[src/rtl/dlf_pkg.sv]
// dlf_pkg: shared types and constants for the dense layer forward block.
// Used by dlf_front, dlf_back and dense_layer_forward_relu; no dependencies.
package dlf_pkg;

	// default sizes
	localparam int MAX_OUTPUTS = 64;
	localparam int MAX_INPUTS  = 64;
	localparam int VALUE_WIDTH = 16;

	// fixed field widths
	localparam int REQ_WIDTH       = 2;
	localparam int INDEX_WIDTH     = 6;
	localparam int COUNT_WIDTH     = 7;
	localparam int CFG_INDEX_WIDTH = 1;
	localparam int CFG_DATA_WIDTH  = 7;

	// arithmetic
	localparam int ACC_WIDTH = 40;
	localparam int FRAC_BITS = 8;

	// command queue between front and back, power of two
	localparam int QUEUE_DEPTH = 4;

	// request type codes
	localparam logic [REQ_WIDTH-1:0] REQ_WEIGHT = 2'd0;
	localparam logic [REQ_WIDTH-1:0] REQ_BIAS   = 2'd1;
	localparam logic [REQ_WIDTH-1:0] REQ_ACT    = 2'd2;

	// configuration register indexes
	localparam logic [CFG_INDEX_WIDTH-1:0] CFG_OUTPUT_COUNT = 1'b0;
	localparam logic [CFG_INDEX_WIDTH-1:0] CFG_RELU_ENABLE  = 1'b1;

	localparam int OUTPUT_COUNT_RESET = 64;

	typedef enum logic [1:0] {
		OP_WLOAD,
		OP_BLOAD,
		OP_MAC
	} op_t;

	// control of the command at the head of the queue
	typedef struct packed {
		logic valid;
		op_t  op;
		logic last;
	} head_t;

endpackage

[src/rtl/dlf_front.sv]
// dlf_front: takes requests, drops the ones that do nothing, and queues the rest.
// Depends on dlf_pkg.
module dlf_front #(
	parameter int MAX_OUTPUTS = dlf_pkg::MAX_OUTPUTS,
	parameter int MAX_INPUTS  = dlf_pkg::MAX_INPUTS,
	parameter int VALUE_WIDTH = dlf_pkg::VALUE_WIDTH,
	localparam int OW = (MAX_OUTPUTS > 1) ? $clog2(MAX_OUTPUTS) : 1,
	localparam int IW = (MAX_INPUTS > 1) ? $clog2(MAX_INPUTS) : 1
) (
	input  logic                                clk,
	input  logic                                arst_n,
	input  logic                                start,
	output logic                                busy,
	input  logic [dlf_pkg::REQ_WIDTH-1:0]       req_type,
	input  logic [dlf_pkg::INDEX_WIDTH-1:0]     row,
	input  logic [dlf_pkg::INDEX_WIDTH-1:0]     col,
	input  logic signed [VALUE_WIDTH-1:0]       value,
	input  logic                                last,
	input  logic                                pop,
	output dlf_pkg::head_t                      head,
	output logic [OW-1:0]                       head_row,
	output logic [IW-1:0]                       head_col,
	output logic signed [VALUE_WIDTH-1:0]       head_value
);

	localparam int QD = dlf_pkg::QUEUE_DEPTH;
	localparam int QA = $clog2(QD);

	dlf_pkg::op_t               op_q    [QD];
	logic [OW-1:0]              row_q   [QD];
	logic [IW-1:0]              col_q   [QD];
	logic signed [VALUE_WIDTH-1:0] value_q [QD];
	logic                       last_q  [QD];

	logic [QA:0]   wr_ptr_q;
	logic [QA:0]   rd_ptr_q;
	logic          full;
	logic          empty;
	logic          push;
	logic          keep;
	dlf_pkg::op_t  op_in;
	logic          row_ok;
	logic          col_ok;
	logic [31:0]   row_ext;
	logic [31:0]   col_ext;

	assign row_ext = 32'(row);
	assign col_ext = 32'(col);
	assign row_ok  = row_ext < 32'(MAX_OUTPUTS);
	assign col_ok  = col_ext < 32'(MAX_INPUTS);

	always_comb begin
		case (req_type)
			dlf_pkg::REQ_WEIGHT: begin
				keep  = row_ok && col_ok;
				op_in = dlf_pkg::OP_WLOAD;
			end
			dlf_pkg::REQ_BIAS: begin
				keep  = row_ok;
				op_in = dlf_pkg::OP_BLOAD;
			end
			dlf_pkg::REQ_ACT: begin
				keep  = col_ok;
				op_in = dlf_pkg::OP_MAC;
			end
			default: begin
				keep  = 1'b0;
				op_in = dlf_pkg::OP_MAC;
			end
		endcase
	end

	assign empty = (wr_ptr_q == rd_ptr_q);
	assign full  = (wr_ptr_q[QA] != rd_ptr_q[QA]) && (wr_ptr_q[QA-1:0] == rd_ptr_q[QA-1:0]);
	assign busy  = full;
	assign push  = start && !full && keep;

	always_ff @(posedge clk or negedge arst_n) begin
		if (!arst_n) begin
			wr_ptr_q <= '0;
			rd_ptr_q <= '0;
		end else begin
			if (push) begin
				wr_ptr_q <= wr_ptr_q + 1'b1;
			end
			if (pop) begin
				rd_ptr_q <= rd_ptr_q + 1'b1;
			end
		end
	end

	always_ff @(posedge clk) begin
		if (push) begin
			op_q[wr_ptr_q[QA-1:0]]    <= op_in;
			row_q[wr_ptr_q[QA-1:0]]   <= row_ext[OW-1:0];
			col_q[wr_ptr_q[QA-1:0]]   <= col_ext[IW-1:0];
			value_q[wr_ptr_q[QA-1:0]] <= value;
			last_q[wr_ptr_q[QA-1:0]]  <= last;
		end
	end

	assign head.valid = !empty;
	assign head.op    = op_q[rd_ptr_q[QA-1:0]];
	assign head.last  = last_q[rd_ptr_q[QA-1:0]];
	assign head_row   = row_q[rd_ptr_q[QA-1:0]];
	assign head_col   = col_q[rd_ptr_q[QA-1:0]];
	assign head_value = value_q[rd_ptr_q[QA-1:0]];

endmodule

[config.mk]
export PLATFORM = sky130hd
export DESIGN_NAME = dlf_front
export DESIGN_NICKNAME = d
export VERILOG_FILES = /design/src/rtl/dlf_pkg.sv /design/src/rtl/dlf_front.sv
export SDC_FILE = /design/constraint.sdc
export NUM_CORES = 1
export LEC_CHECK = 0
export BUFFER_PORTS_ARGS = -buffer_cell sky130_fd_sc_hd__buf_2
export CAP_MARGIN = 5
export CELL_PAD_IN_SITES_DETAIL_PLACEMENT = 1
export CELL_PAD_IN_SITES_GLOBAL_PLACEMENT = 2
export CORE_UTILIZATION = 35
export CTS_CLUSTER_SIZE = 40
export DETAILED_ROUTE_END_ITERATION = 8
export GPL_ROUTABILITY_DRIVEN = 0
export PLACE_DENSITY_LB_ADDON = 0.05
export SLEW_MARGIN = 20
export SYNTH_ARGS = -nofsm -noshare
export SYNTH_HDL_FRONTEND = slang
export SYNTH_SLANG_ARGS = --single-unit
[constraint.sdc]
create_clock -name clk -period 2.8 [get_ports clk]
set_input_delay 0.14 -clock clk [delete_from_list [all_inputs] [get_ports clk]]
set_output_delay 0.14 -clock clk [all_outputs]
set_load 0.05 [all_outputs]
== Word-level counts from Yosys, hierarchy flattened ==
Memory sizes are Yosys's and may differ from the RTL's.
Cells that the tools add are included.
Storage, ports and cells
  register bits after elaboration: 6
  memory bits (writable): 124
  input bits: 35
  output and inout port bits: 33
  word-level logic and storage cells: 27
  memories kept: 5
Cells by class
  add/sub/neg operators: 2
  order comparisons: 2
  equal/unequal tests: 5
  mux-type cells: 4
  reduce and logical (&&, ||, !) cells: 7
Memories
  value_q: depth 4, width 16, rd ports 1, clocked after Yosys merged registers in 0, wr ports 1, line dlf_front.sv:32  | logic signed [VALUE_WIDTH-1:0] value_q [QD];
  col_q: depth 4, width 6, rd ports 1, clocked after Yosys merged registers in 0, wr ports 1, line dlf_front.sv:31  | logic [IW-1:0] col_q [QD];
  row_q: depth 4, width 6, rd ports 1, clocked after Yosys merged registers in 0, wr ports 1, line dlf_front.sv:30  | logic [OW-1:0] row_q [QD];
  op_q: depth 4, width 2, rd ports 1, clocked after Yosys merged registers in 0, wr ports 1, line dlf_front.sv:29  | dlf_pkg::op_t op_q [QD];
  last_q: depth 4, width 1, rd ports 1, clocked after Yosys merged registers in 0, wr ports 1, line dlf_front.sv:33  | logic last_q [QD];
Operator list (number)
  $lt A6 B7 Y1 const B: 2
  $add A3 B1 Y3 const B: 2
  $logic_and A1 B1 Y1: 4
  $pmux W2 S2: 1
  $eq A3 B3 Y1: 1
  $pmux W1 S3: 1
  $eq A2 B1 Y1 const B: 1
  $eq A2 B2 Y1: 1
  $eq A2 B2 Y1 const B: 1
  $logic_not A1 Y1: 2
  $logic_not A2 Y1: 1
  $mux W1: 2
  $ne A1 B1 Y1: 1

== Depth between registers and ports, before layout ==
  word-level depth: 7
  depth in mapped cells: 4
  gate-level depth less buffers: 4

== Worst setup path before layout ==
OpenSTA, ideal clock, no wires.
  path type: reg2reg
  start point: register rd_ptr_q[1]
  end point: memory col_q[3][0] (netlist name), enable pin
  setup time: 0.467 ns
  arrival: 2.690 ns
  required time: 2.333 ns
  setup slack: -0.357 ns
  stages on the path, launching flop included: 5
  clock period less this slack: 3.157 ns
  cell sequence: dfrtp_1 > buf_6 > xor2_2 > nor3_1 > nor2_1
Between the ends
  longest elaborated chain between the ends: 7
RTL lines
  start: declaration: line dlf_front.sv:36  | logic [QA:0] rd_ptr_q;
  start signal: assignment: line dlf_front.sv:87  | rd_ptr_q <= rd_ptr_q + 1'b1;
  $eq A2 B2 Y1: line dlf_front.sv:74  | assign full = (wr_ptr_q[QA] != rd_ptr_q[QA]) && (wr_ptr_q[QA-1:0] == rd_ptr_q[QA-1:0]);
  $logic_and A1 B1 Y1: line dlf_front.sv:74
  via busy: line dlf_front.sv:13  | output logic busy,
  $logic_not A1 Y1: line dlf_front.sv:76  | assign push = start && !full && keep;
  $logic_and A1 B1 Y1 (2 in a row): line dlf_front.sv:76
  $mux W1: line dlf_front.sv:93  | if (push) begin
  $mux W1 (not written as such): line dlf_front.sv:96  | col_q[wr_ptr_q[QA-1:0]] <= col_ext[IW-1:0];
  end: declaration: line dlf_front.sv:31
The timed path passes the listed nets, and every way through them passes these cells.

== Worst setup path after layout ==
  start point: register rd_ptr_q[0]
  end point: output head_value[7]
Between the ends
  longest elaborated chain between the ends: 1
RTL lines
  $mem_v2 Z4 W16
  end: declaration: line dlf_front.sv:23  | output logic signed [VALUE_WIDTH-1:0] head_value
No other way between the ends.

==> flow_summary.yaml <==
die:
  io_pins: 68
  die_width_um: 120
  design.core.area_um2: 13500
  row_count: 42
  initial_core_util: 0.364
  die_h_um: 120
  die_area_um2: 14500
setup_path:
  path_buf_inv: 2
  r2r-end: "col_q[1][3]"
  crit_path_end_kind: "output pin"
  cp.required_ns: 2.66
  r2r_start: "rd_ptr_q[2]"
  path_delay_family: "buffers and inverters"
  critPathArrivalTime_ns: 2.19
  cp.depth: 3
  critPathMaxStageDelay_ns: 0.62
  worstSetupPathType: "register to output pin"
  slowest_stage: "mux4_2"
  cp_max_fo: 33
  path_cells: "buf_4, mux4_2, buf_2"
  r2r_slack_ns: 0.77
  timing.critical_path.from_type: "register"
  ff2ff_path_depth: 4
synth:
  ys_warn_count: 0
  synth_nets: 244
  synth_cell_types: 22
  synth_top_area_share: 0.760
  yosys-top-cells-area: "edfxtp_1, mux4_2, dfrtp_1"
  ys_seq_area_frac: 0.791
  avgSynthCellArea_um2: 24.0
  synth_largest_area_cell: "edfxtp_1"
  yosys_register_bits: 130
  netlist_instances: 204
  syn_area_um2: 4900
layout:
  seq_area_um2: 3880
  multi_input_comb_area_um2: 980
  area.growth.synth_to_final_pct: 33.4
  diodes: 0
  num-fill-cells: 1273
  final_nets: 360
  drive_above_1_share: 0.438
clocking:
  numCtsBuffers: 17
  clock-sinks: 130
  root_buffer: "clkbuf_16"
  cts_resized: 0
  post_cts_buffers: 0
  h-tree-depth: 4
  path_clk_slew_ns: 0.06
  cts_buffer_depth: 2
  cts_hold_buf: 32
  clkLatencyLatePin_ns: 0.41
  cts_tree: "done"
pwr:
  leakagePower_uw: 0.00231
  p_sw_uw: 2900
  internal-power_uw: 5200
  p_per_area_nw_per_um2: 1240
  vdd_drop_max_mv: 0.677
  p_comb_frac: 0.359
  p_sw_frac: 0.358
  pwr-share-seq: 0.326
  p_clk_frac: 0.316
global_route:
  antenna_found_initial: 0
  grt_pass1_vias: 2588
  grtUsageTotal: 0.145
  gr-total-overflow: 0
  grt_pass1_wl_um: 14800
  grt_max_degree: 34
timing:
  worst_pin_slew_ns: 0.686
  slew_violations: 0
  rsz0062_at_grt: "false"
  period_needed_ns: 2.33
  timing.fmax_ghz: 0.429
  setup_tns_ns: 0
  clock_skew_ns: 0.00479
  period_share: 0.833
  holdWs_ns: 0.0838
  hold_viol: 0
  final-setup-viol-count: 0
  slew_headroom: 0.543
detailed_routing:
  avgRoutedWirePerCell_um: 18.5
  drt-initial-drc-count: 126
  drc: 0
  vias: 2368
  dr.pass1.iters: 4
  wl_um: 9420
  ant_nets: 0
  viasPerCell: 4.65
placement:
  dp_hpwl_um: 5690
  portBuffers: 67
min_path:
  hold_class: "input pin to asynchronous set/reset pin"
job:
  max_cap_violations: 0
outcome:
  status: "complete, no violations"
-- worst reg2reg max path, stage by stage, from the launching register on --
cell and delay, ns:
dfrtp_1 0.41, xnor2_1 0.35, o311a_4 0.29, and2_2 0.43, buf_12 0.24
-- per-stage QoR --
stage	power (µW)	cells	area, µm²	utilization	worst slack, ns
floorplan	4900	204	4910	-	0.481
global placement	5600	445	5530	0.411	0.797
detailed placement	5610	445	5530	0.411	0.759
CTS	8230	509	6540	0.486	0.386
global route	8450	509	6540	0.486	0.291
finish	8090	509	6540	0.486	0.466
-- layout make-up --
type                            instances  share of cell area
Sequential cell                       130               0.593
Clock buffer                           17              0.0651
Inverter                                4             0.00230
Clock inverter                         15              0.0400
Tap cell                              176              0.0337
Multi-Input combinational cell         61               0.150
Timing Repair Buffer                  106               0.116
-- routing by layer --
layer  GRT usage  wire length (µm)
met5           0                 0
met4      0.0602               108
met3      0.0486               368
met2       0.229              4710
met1       0.185              4230
-- state kept, by name, indices dropped and copies added (netlist names) --
signal and count:
last_q 4, col_q 24, value_q 64, wr_ptr_q 3, op_q 8, rd_ptr_q 3
row_q 24
-- kinds of logic (layout without fill, tap and decap cells) --
family / after synthesis / count (layout) / share of synthesized area
adder cells (fa/ha/maj): 5 / 5 / 0.0128
AND/OR/NAND/NOR: 13 / 13 / 0.0130
flip-flops: 130 / 130 / 0.791
multiplexers: 33 / 33 / 0.148
buffers and inverters: 13 / 142 / 0.0125
AO/OA/AOI/OAI: 4 / 4 / 0.0107
XOR/XNOR: 6 / 6 / 0.0123
-- worst max-delay path by stage --
stage	slack, ns	to	from
after floorplan	0.48	col_q[3][0]	rd_ptr_q[0]
after global placement	0.80	value_q[1][1]	rd_ptr_q[2]
after detailed placement	0.76	last_q[1]	rd_ptr_q[2]
after CTS	0.39	head_value[7]	rd_ptr_q[0]
after global routing	0.29	head_value[7]	rd_ptr_q[0]
final	0.47	head_value[7]	rd_ptr_q[0]
-- cells in the final DEF, fill, tap and decap left out --
cell type and n:
inv_1 4, clkinv_4 3, a221o_1 1, nor2_4 1
buf_4 3, bufinv_16 7, nor3_1 1, xnor2_1 3
o2111a_1 1, ha_1 5, nor3_2 1, dfrtp_2 2
o311a_4 1, nor2b_1 1, xor2_1 2, and2_1 1
clkinv_2 1, a21bo_2 1, buf_2 67, mux4_2 31
xor2_2 1, mux2_2 1, buf_12 4, nand2_1 4
dfrtp_1 4, and2_2 3, edfxtp_1 124, clkinv_1 3
nor2_1 1, dlygate4sd3_1 32, mux2_4 1, clkbuf_16 17
inv_6 1
-- power groups by stage --
stage | clock network (µW) | logic, µW | registers (µW)
floorplan | 0 | 2260 | 2640
global placement | 0 | 2930 | 2670
detailed placement | 0 | 2930 | 2680
CTS | 2610 | 2980 | 2640
global route | 2680 | 3100 | 2670
finish | 2550 | 2900 | 2640
-- cells in the mapped netlist --
master    count
dfrtp_1       6
mux2_2        1
and2_1        4
ha_1          5
o311a_4       1
xnor2_1       3
clkbuf_1      4
mux4_2       31
nand2_1       4
mux2_4        1
nor2b_1       1
a221o_1       1
a21bo_2       1
inv_1         4
buf_6         1
xor2_2        1
o2111a_1      1
xor2_1        2
nor2_1        2
buf_2         4
edfxtp_1    124
nor3_1        2
No activity file was read; power rests on OpenSTA's default activity.
